File: src/tse_pkg.sv
// Shared types and constants for the template-to-script escaper.
`default_nettype none
package tse_pkg;

  localparam int RES_MAX = 8;

  // configuration register indexes
  localparam logic [1:0] REG_OPEN_BYTES  = 2'd0;
  localparam logic [1:0] REG_OPEN_LEN    = 2'd1;
  localparam logic [1:0] REG_CLOSE_BYTES = 2'd2;
  localparam logic [1:0] REG_CLOSE_LEN   = 2'd3;

  localparam logic [31:0] OPEN_BYTES_RST  = 32'd16188;
  localparam logic [2:0]  OPEN_LEN_RST    = 3'd2;
  localparam logic [31:0] CLOSE_BYTES_RST = 32'd15935;
  localparam logic [2:0]  CLOSE_LEN_RST   = 3'd2;

  // request kinds
  localparam logic REQ_BYTE = 1'b0;
  localparam logic REQ_EOS  = 1'b1;

  // characters
  localparam logic [7:0] CH_NL     = 8'h0A;
  localparam logic [7:0] CH_SP     = 8'h20;
  localparam logic [7:0] CH_QUOTE  = 8'h22;
  localparam logic [7:0] CH_DOLLAR = 8'h24;
  localparam logic [7:0] CH_LBRACK = 8'h5B;
  localparam logic [7:0] CH_BSLASH = 8'h5C;
  localparam logic [7:0] CH_RBRACK = 8'h5D;
  localparam logic [7:0] CH_LBRACE = 8'h7B;
  localparam logic [7:0] CH_RBRACE = 8'h7D;
  localparam logic [7:0] CH_P      = 8'h70;
  localparam logic [7:0] CH_U      = 8'h75;
  localparam logic [7:0] CH_T      = 8'h74;
  localparam logic [7:0] CH_S      = 8'h73;

  typedef struct packed {
    logic       req_type;
    logic [7:0] in_byte;
  } tse_req_t;

  typedef struct packed {
    logic [7:0] out_byte;
    logic       byte_valid;
    logic       last;
    logic       done_res;
    logic       inside_at_end;
  } tse_res_t;

  typedef struct packed {
    logic [31:0] open_bytes;
    logic [2:0]  open_len;
    logic [31:0] close_bytes;
    logic [2:0]  close_len;
  } tse_cfg_t;

  // one item's worth of results, byte 0 goes out first
  typedef struct packed {
    logic [RES_MAX-1:0][7:0] bytes;
    logic [3:0]              cnt;
    logic                    eos;
    logic                    inside_end;
  } tse_burst_t;

  typedef struct packed {
    logic       in_region;
    logic [1:0] match_cnt;
  } tse_state_t;

endpackage
`default_nettype wire

File: src/tse_emit.sv
// Per-item emission logic: delimiter match, escaping and next scanner state.
`default_nettype none
module tse_emit #(
  parameter int SEQ_MAX = 4
) (
  input  wire tse_pkg::tse_req_t   req,
  input  wire tse_pkg::tse_state_t state,
  input  wire tse_pkg::tse_cfg_t   cfg,
  output tse_pkg::tse_burst_t burst,
  output tse_pkg::tse_state_t state_next
);

  localparam int         CAP   = (SEQ_MAX < 4) ? SEQ_MAX : 4;
  localparam logic [2:0] CAP_L = 3'(CAP);

  logic [31:0] word;
  logic [2:0]  len_raw;
  logic [2:0]  len_eff;
  logic [7:0]  cur_delim;
  logic [1:0]  inc;
  logic        hit;
  logic        complete;
  logic        esc;
  logic [7:0]  b;

  assign b         = req.in_byte;
  assign word      = state.in_region ? cfg.close_bytes : cfg.open_bytes;
  assign len_raw   = state.in_region ? cfg.close_len : cfg.open_len;
  assign len_eff   = (len_raw == 3'd0) ? 3'd1 : ((len_raw > CAP_L) ? CAP_L : len_raw);
  assign cur_delim = word[8*state.match_cnt +: 8];
  assign hit       = (b == cur_delim);
  assign inc       = state.match_cnt + 2'd1;
  assign complete  = (inc == 2'd0) || ({1'b0, inc} >= len_eff);
  assign esc       = !state.in_region &&
                     (b == tse_pkg::CH_LBRACE || b == tse_pkg::CH_RBRACE ||
                      b == tse_pkg::CH_DOLLAR || b == tse_pkg::CH_LBRACK ||
                      b == tse_pkg::CH_RBRACK || b == tse_pkg::CH_QUOTE ||
                      b == tse_pkg::CH_BSLASH);

  always_comb begin
    burst      = '0;
    state_next = state;
    if (req.req_type == tse_pkg::REQ_EOS) begin
      burst.cnt        = 4'd1;
      burst.eos        = 1'b1;
      burst.inside_end = state.in_region;
      state_next       = '0;
    end else if (hit) begin
      if (complete) begin
        state_next.match_cnt = 2'd0;
        state_next.in_region = !state.in_region;
        if (state.in_region) begin
          burst.bytes[0] = tse_pkg::CH_NL;
          burst.bytes[1] = tse_pkg::CH_SP;
          burst.bytes[2] = tse_pkg::CH_P;
          burst.bytes[3] = tse_pkg::CH_U;
          burst.bytes[4] = tse_pkg::CH_T;
          burst.bytes[5] = tse_pkg::CH_S;
          burst.bytes[6] = tse_pkg::CH_SP;
          burst.bytes[7] = tse_pkg::CH_QUOTE;
          burst.cnt      = 4'd8;
        end else begin
          burst.bytes[0] = tse_pkg::CH_QUOTE;
          burst.bytes[1] = tse_pkg::CH_NL;
          burst.cnt      = 4'd2;
        end
      end else begin
        // partial match: hold the byte back
        state_next.match_cnt = inc;
      end
    end else begin
      // flush the matched prefix raw, then the byte itself, with a backslash before it when escaped
      state_next.match_cnt = 2'd0;
      for (int i = 0; i < tse_pkg::RES_MAX; i++) begin
        if (4'(i) < {2'b00, state.match_cnt}) begin
          burst.bytes[i] = word[8*i[1:0] +: 8];
        end else if (4'(i) == {2'b00, state.match_cnt} && esc) begin
          burst.bytes[i] = tse_pkg::CH_BSLASH;
        end else begin
          burst.bytes[i] = b;
        end
      end
      burst.cnt = {2'b00, state.match_cnt} + {3'b000, esc} + 4'd1;
    end
  end

endmodule
`default_nettype wire

File: src/template_to_script_escaper_unit.sv
// Top level of the template-to-script escaper.
// Usage:
//   Template bytes enter on the req channel (req_valid / req_stall / req_data);
//   req_type set marks end of stream. Script bytes leave on the res channel,
//   one result per transaction, with last on the final result of each item.
//   An end-of-stream item yields a single result with done_res and the
//   inside flag at that point.
// Flow:
//   An item is registered in the input register, then scanned and its results
//   loaded into an output shift register once that register is free. The output
//   register sends one result per cycle while res_stall is low, so an item with n
//   results (n from 1 to 8) occupies it until all n are taken; items with no result
//   (partial delimiter match) load nothing into it. Single-result items flow at
//   one per cycle while res_stall is low.
// Reset (rst, synchronous): delimiters return to '<?' and '?>' with length 2,
//   the scanner goes outside with no partial match, both stages empty.
// Stall: when res_stall is high the output register holds, the input register
//   fills and req_stall rises until results drain.
// Configuration writes land on any cycle with cfg_we high; issue them while idle.
`default_nettype none
module template_to_script_escaper_unit #(
  parameter int SEQ_MAX = 4
) (
  input  wire logic              clk,
  input  wire logic              rst,
  input  wire logic              req_valid,
  output logic                   req_stall,
  input  wire tse_pkg::tse_req_t req_data,
  output logic                   res_valid,
  input  wire logic              res_stall,
  output tse_pkg::tse_res_t      res_data,
  input  wire logic              cfg_we,
  input  wire logic [1:0]        cfg_index,
  input  wire logic [31:0]       cfg_data
);

  tse_pkg::tse_cfg_t   cfg;
  tse_pkg::tse_state_t state;
  tse_pkg::tse_state_t state_next;
  tse_pkg::tse_req_t   hold;
  logic                hold_valid;
  tse_pkg::tse_burst_t burst_new;

  logic [tse_pkg::RES_MAX-1:0][7:0] obytes;
  logic [3:0]                       orem;
  logic                             oeos;
  logic                             oinside;

  logic req_take;
  logic res_take;
  logic out_free;
  logic fire;

  assign res_take  = res_valid && !res_stall;
  assign out_free  = !res_valid || (res_take && orem == 4'd1);
  assign fire      = hold_valid && out_free;
  assign req_stall = hold_valid && !out_free;
  assign req_take  = req_valid && !req_stall;

  always_ff @(posedge clk) begin
    if (rst) begin
      cfg.open_bytes  <= tse_pkg::OPEN_BYTES_RST;
      cfg.open_len    <= tse_pkg::OPEN_LEN_RST;
      cfg.close_bytes <= tse_pkg::CLOSE_BYTES_RST;
      cfg.close_len   <= tse_pkg::CLOSE_LEN_RST;
    end else if (cfg_we) begin
      case (cfg_index)
        tse_pkg::REG_OPEN_BYTES:  cfg.open_bytes  <= cfg_data;
        tse_pkg::REG_OPEN_LEN:    cfg.open_len    <= cfg_data[2:0];
        tse_pkg::REG_CLOSE_BYTES: cfg.close_bytes <= cfg_data;
        tse_pkg::REG_CLOSE_LEN:   cfg.close_len   <= cfg_data[2:0];
        default: ;
      endcase
    end
  end

  tse_emit #(
    .SEQ_MAX(SEQ_MAX)
  ) u_emit (
    .req       (hold),
    .state     (state),
    .cfg       (cfg),
    .burst     (burst_new),
    .state_next(state_next)
  );

  // input register
  always_ff @(posedge clk) begin
    if (rst) begin
      hold_valid <= 1'b0;
    end else if (req_take) begin
      hold_valid <= 1'b1;
    end else if (fire) begin
      hold_valid <= 1'b0;
    end
  end

  always_ff @(posedge clk) begin
    if (req_take) begin
      hold <= req_data;
    end
  end

  // scanner state advances when the held item leaves the input register
  always_ff @(posedge clk) begin
    if (rst) begin
      state <= '0;
    end else if (fire) begin
      state <= state_next;
    end
  end

  // output shift register
  always_ff @(posedge clk) begin
    if (rst) begin
      res_valid <= 1'b0;
      orem      <= 4'd0;
    end else if (fire && burst_new.cnt != 4'd0) begin
      res_valid <= 1'b1;
      orem      <= burst_new.cnt;
    end else if (res_take) begin
      res_valid <= (orem != 4'd1);
      orem      <= orem - 4'd1;
    end
  end

  always_ff @(posedge clk) begin
    if (fire && burst_new.cnt != 4'd0) begin
      obytes  <= burst_new.bytes;
      oeos    <= burst_new.eos;
      oinside <= burst_new.inside_end;
    end else if (res_take) begin
      obytes  <= obytes >> 8;
    end
  end

  assign res_data.out_byte      = oeos ? 8'h00 : obytes[0];
  assign res_data.byte_valid    = !oeos;
  assign res_data.last          = (orem == 4'd1);
  assign res_data.done_res      = oeos;
  assign res_data.inside_at_end = oeos && oinside;

endmodule
`default_nettype wire
File: config.mk
export PLATFORM = sky130hd
export DESIGN_NAME = template_to_script_escaper_unit
export DESIGN_NICKNAME = d
export VERILOG_FILES = /design/src/tse_pkg.sv /design/src/tse_emit.sv /design/src/template_to_script_escaper_unit.sv
export SDC_FILE = /design/constraint.sdc
export NUM_CORES = 1
export LEC_CHECK = 0
export BUFFER_PORTS_ARGS = -buffer_cell sky130_fd_sc_hd__buf_2
export CORE_ASPECT_RATIO = 0.9
export CORE_UTILIZATION = 45
export DETAILED_ROUTE_END_ITERATION = 10
export MAX_ROUTING_LAYER = met4
export SYNTH_ARGS = -nofsm -noshare
export SYNTH_HDL_FRONTEND = slang
export SYNTH_SLANG_ARGS = --single-unit
File: constraint.sdc
create_clock -name clk -period 7.2 [get_ports clk]
set_input_delay 1.8 -clock clk [delete_from_list [all_inputs] [get_ports clk]]
set_output_delay 1.8 -clock clk [all_outputs]
set_load 0.05 [all_outputs]
After elaboration in Yosys (flattened, before gate mapping)
Index checks and enable logic that the tools add are counted.

$add $sub $neg: 4. Shifts and indexed selects: 1. Eq/ne operators: 16. Reductions and logical operators: 40. Magnitude comparators: 5. Multiplexer cells: 32.

Operator list (number): 64-bit 2-to-1 mux (3); 68-bit 2-to-1 mux (1); 66-bit 2-to-1 mux (1); 8-bit 2-to-1 mux (8); 46-bit 2-to-1 mux (1); 8-bit by 7-bit == test with 1-bit output (second input constant) (5); 32-bit 2-to-1 mux (1); 32-bit by 6-bit variable part select with 8-bit output (1); 18-bit 2-to-1 mux (1); 8-bit by 6-bit == test with 1-bit output (second input constant) (2); 1-bit logical AND (12); 3-bit 2-to-1 mux (4); 4-bit 2-to-1 mux (3); 8-bit == test (1); 1-bit logical OR (8); 2-bit AND reduction (4); 2-bit nonzero test (4); 1-bit logical NOT (6); 2-bit logical NOT (3); 1-bit 2-to-1 mux (6); 2-bit 2-to-1 mux (3); 4-bit by 1-bit adder with 4-bit output (second input constant) (1); 2-bit == test (first input constant) (2); 2-bit == test (second input constant) (2); 14 further kinds (15).

Output and inout bits: 14. Logic and storage cells: 119. Input port bits: 48. Register bits after elaboration: 154.

Longest topological paths before layout
Depth in word-level cells: 16. Depth in mapped cells: 16. Depth with buffers taken out: 13.

Modules after synthesis
A second synthesis with hierarchy kept.

Cells, all modules: 893. Area, all modules: 7833.8 um^2.

Modules (own cells, without submodules): template_to_script_escaper_unit (cells an instance 634, instances 1, area each 5983.2 um^2, sequential area each 3833.7 um^2); tse_emit (cells an instance 259, instances 1, area each 1850.5 um^2, sequential area each 0.0 um^2).

Worst setup path after synthesis
No wires, ideal clock.

Path kind: flip-flop to flip-flop. Start point: reg, netlist name state[2]. End point: reg obytes[0] (netlist name), enable pin. Buffers on the path: 5. Library setup time: 691 ps. Cell stages (with the launch flop): 16. Clock period less this slack: 5062 ps. Data arrival time: 4371 ps. Path slack: 2138 ps. Data required time: 6509 ps. Path through: dfxtp_1 buf_1 clkbuf_1 clkbuf_1 nand2_1 o31ai_1 ha_1 nand2b_1 a21oi_1 o211ai_1 and4b_1 or4b_1 o211ai_2 buf_6 buf_6 nand2_1.

Word-level cells in the longest chain between the ends: 12. Elaborated cells between the ends (all ways): 21. Classes of those cells: 2 x add/sub; 2 x order compare; 1 x eq/ne; 1 x shift; 8 x mux; 7 x reduce/logical.

RTL lines: 3-bit 2-to-1 mux (line tse_emit.sv:28) `assign len_raw = state.in_region ? cfg.close_len : cfg.open_len;`; 3-bit > comparator (line tse_emit.sv:29) `assign len_eff = (len_raw == 3'd0) ? 3'd1 : ((len_raw > CAP_L) ? CAP_L : len_raw);`; 3-bit 2-to-1 mux (2 in a row) (line tse_emit.sv:29); 2-bit by 3-bit >= comparator with 1-bit output (line tse_emit.sv:33) `assign complete = (inc == 2'd0) || ({1'b0, inc} >= len_eff);`; 1-bit logical OR (line tse_emit.sv:33); 66-bit 2-to-1 mux (line tse_emit.sv:49) `if (complete) begin`; 68-bit 2-to-1 mux (*) (line tse_emit.sv:48) `end else if (hit) begin`; 4-bit 2-to-1 mux (*) (line tse_emit.sv:43) `if (req.req_type == tse_pkg::REQ_EOS) begin`; 4-bit nonzero test (*) (line template_to_script_escaper_unit.sv:128) `if (fire && burst_new.cnt != 4'd0) begin`; 1-bit logical AND (*) (line template_to_script_escaper_unit.sv:128); 2-bit nonzero test (no line) (*); to (signal assigned) (line template_to_script_escaper_unit.sv:129) `obytes <= burst_new.bytes;`; to (signal assigned) (line template_to_script_escaper_unit.sv:133) `obytes <= obytes >> 8;`; to (decl) (line template_to_script_escaper_unit.sv:44) `logic [tse_pkg::RES_MAX-1:0][7:0] obytes;`.

Mark *: on every way between the ends. The rest lies on a longest branch, timed or not. A chain may end at the register's enable or synchronous reset.

Worst setup path after layout
Start point: reg hold[5] (netlist name). End point: reg obytes[4] (netlist name), data pin.

Word-level cells in the longest chain between the ends: 15. Elaborated cells between the ends (all ways): 26. Classes of those cells: 2 x add/sub; 8 x eq/ne; 6 x mux; 10 x reduce/logical.

RTL lines: from (decl) (line template_to_script_escaper_unit.sv:40) `tse_pkg::tse_req_t hold;`; from (signal assigned) (line template_to_script_escaper_unit.sv:100) `hold <= req_data;`; 8-bit by 7-bit == test with 1-bit output (line tse_emit.sv:35) `(b == tse_pkg::CH_LBRACE || b == tse_pkg::CH_RBRACE ||`; 1-bit logical OR (2 in a row) (line tse_emit.sv:35); 1-bit logical OR (2 in a row) (line tse_emit.sv:36) `b == tse_pkg::CH_DOLLAR || b == tse_pkg::CH_LBRACK ||`; 1-bit logical OR (2 in a row) (line tse_emit.sv:37) `b == tse_pkg::CH_RBRACK || b == tse_pkg::CH_QUOTE ||`; 1-bit logical AND (line tse_emit.sv:34) `assign esc = !state.in_region &&`; 2-bit by 1-bit adder with 3-bit output (line tse_emit.sv:83) `burst.cnt = {2'b00, state.match_cnt} + {3'b000, esc} + 4'd1;`; 4-bit by 1-bit adder with 4-bit output (line tse_emit.sv:83); 68-bit 2-to-1 mux (*) (line tse_emit.sv:48); 4-bit 2-to-1 mux (line tse_emit.sv:43); 4-bit nonzero test (line template_to_script_escaper_unit.sv:128); 1-bit logical AND (line template_to_script_escaper_unit.sv:128); 64-bit 2-to-1 mux (*) (line template_to_script_escaper_unit.sv:128).

Marks and branches as above.

==> reports/results.ini <==
[run_status]
status=finished with violations
violations=design-rule violations

[timing]
slew_headroom_pct=27.5
worstMarginPinSlew_ps=1080
max_freq_ghz=0.222
min_period_over_period_pct=62.4
rsz0062_at_grt=false
hold_viol=0
fin_setup_tns_ps=0
finalSetupViolCount=0
clock_skew_ps=9.58
finalMaxSlewViolations=0
min_period_ps=4500

[critical_path]
worstPathArrival_ps=4630
worst_path_max_delay_cell=o211ai_4
slowest_delay_ps=900
start_kind=register
path_common_cell=buf_4
end_kind=register
rrSetupSlack_ps=2700
cpLargestDelayFamily=compound AO/OA/AOI/OAI gates
path_max_fanout=44
crit_buf_inv=3
worstSetupPathType=reg -> reg
required_ps=7340
crit_path_cell_trace=nor2b_1 > mux2i_1 > a2111oi_2 > buf_4 > xnor2_1 > inv_1 > fa_1 > nand4_1 > o211ai_4 > buf_4 > o31ai_1

[routing]
drc_errors=6
drt_iter0_markers=451
postRouteAntennaNets=0
vias_per_cell=5.58
dr.pass1.iters=11
wl_per_cell_um=18.2
wirelength_um=18600
vias=5707

[global_route]
grt.total_usage_pct=23.6
grt_pass1_vias=5647
grt_overflow_total=0
grt_pass1_wl_um=30400
antenna_found_initial=0
grt_max_degree=69

[clock_network]
clkSlewWorstSetupHoldPaths_ps=60
cts_tree=done
cts_buffer_depth=2
clock_sinks=154
cts-root-buf=clkbuf_16
cts_buffers=17
htree_levels=4
postCtsHoldBufs=0
clk_latency_ps=430
ctsResizeCount=0
cts_setup_buffers=0

[final_layout]
design_area_um2=8490
diodes=0
fillers=1469
final_nets=861
area_delta_synth_final_pct=12.9
utilization_pct=52.3
drive_above_1_share_pct=16.2
stdcell_count=1022

[synth]
synthArstFlopShare_pct=0
ys_ff_latch=154
synth_area_leaders=edfxtp_1, dfxtp_1, nand2_1, mux2i_1, a21oi_1
yosysWarnings=0
syn-cell-area_um2=7520
avgSynthCellArea_um2=9.84
synth_fp_nets=823
synth_top_area_share_pct=30.0
synth_cell_types=60
ys_seq_area_share_pct=51.0
synthCells=764
synth_top_area_cell=edfxtp_1
synth_edf_count=75
synth_flop_cell=dfxtp_1

[die]
std_cell_rows=44
fp.dieArea_um2=17200
ios=62
die_h_um=125
dieWidth_um=138
core_um2=16200
start_util_pct=46.3

[pwr]
leakagePower_nw=3.34
max-vdd-ir-drop_mv=0.159
p_per_area_nw_per_um2=249

[placement]
dpl-instance-area_um2=7900
gp_congestion=0.954
port_buffers=61
place_hpwl_um=12800
place_inst=990

[worst_hold_path]
hp-class=reg -> reg

[flow_run]
cap_viol_max_count=0

[Yosys cell counts (13+ instances only)]
cell      count
a21o_1       22
a21oi_1      64
clkbuf_1     29
dfxtp_1      79
edfxtp_1     75
inv_1        18
mux2i_1      36
nand2_1     181
nand3_1      18
nor2_1       30
nor2b_1      15
o21ai_1      13
o31ai_1      14
[layout by cell type, fill, tap and decap left out, types with 6 or more instances in the layout]
master,instances
a21oi_1,64
mux2i_1,36
mux2_2,6
buf_4,9
nor2b_1,15
o21ai_0,11
mux4_2,11
clkbuf_16,19
inv_1,18
dfxtp_1,78
edfxtp_1,75
ha_1,10
xnor2_1,7
nand3_1,18
and2_1,8
a21o_1,22
nor2_1,29
o31ai_1,14
nand2_1,180
nor3_1,6
buf_2,61
o21ai_1,13
nand3b_1,11
[path summary, 6_finish.rpt]
path | start | end | depth (start not counted)
max | hold[5] | obytes[4] | 11
min | cfg[11] | cfg[11] | 2
max reg2reg | hold[5] | obytes[4] | 11
min reg2reg | cfg[11] | cfg[11] | 2
[area by class of cell]
cell class | count | area (µm²) | share of cell area [%]
clock buffers | 26 | 533 | 6.28
clock inverters | 6 | 57.6 | 0.678
inverters | 21 | 78.8 | 0.928
multi-input cells | 538 | 3360 | 39.5
flip-flops and latches | 154 | 3830 | 45.2
well taps | 207 | 259 | 3.05
repair buffers | 70 | 373 | 4.39
[routing by layer]
| layer | vias to the layer above | GRT usage (%) | part of all wire [%] | routed length [µm] |
|---|---|---|---|---|
| met2 | 166 | 35.4 | 45 | 8410 |
| met3 | 23 | 4.73 | 6.0 | 1110 |
| met1 | 2745 | 31.9 | 47 | 8780 |
| met4 | 0 | 7.93 | 1.8 | 330 |
| met5 | - | - | 0 | 0 |
| li1 | 2773 | - | - | - |
[worst min-delay path: cells and delay by family, from the launching register on]
family          cells  cell delay, ps
flops               1             300
compound gates      1              50
simple gates        1              50
[through the flow]
step	total power [mW]	setup slack [ps]	hold slack (ps)
global route	2.20	2300	468
floorplan	1.18	2140	433
CTS	2.14	2700	454
finish	2.12	2700	450
global placement	1.24	2910	441
detailed placement	1.25	2690	446
[power breakdown]
part           leakage, nW  total, mW  switching, mW  internal, mW
Sequential            1.36       1.02         0.0280         0.988
Clock                0.293      0.890          0.346         0.544
Combinational         1.68      0.210          0.135        0.0748
[cell families (layout without fill, tap and decap cells)]
group                    Yosys count  in the layout  synth area share (%)
XOR/XNOR                          11             11                  1.28
buffers and inverters             72            123                  4.63
adder cells (fa/ha/maj)           11             11                  1.93
AND/OR/NAND/NOR                  294            294                  17.7
flip-flops                       154            154                  51.0
multiplexers                      54             54                  9.14
AO/OA/AOI/OAI                    168            168                  14.3
[state kept, by name, indices dropped and copies added, names as in the netlist]
| name | count |
|---|---|
| orem | 4 |
| oeos | 1 |
| cfg | 70 |
| oinside | 1 |
| state | 3 |
| hold | 9 |
| obytes | 64 |
| res_valid | 1 |
| hold_valid | 1 |
No activity file was read; power rests on OpenSTA's default activity.
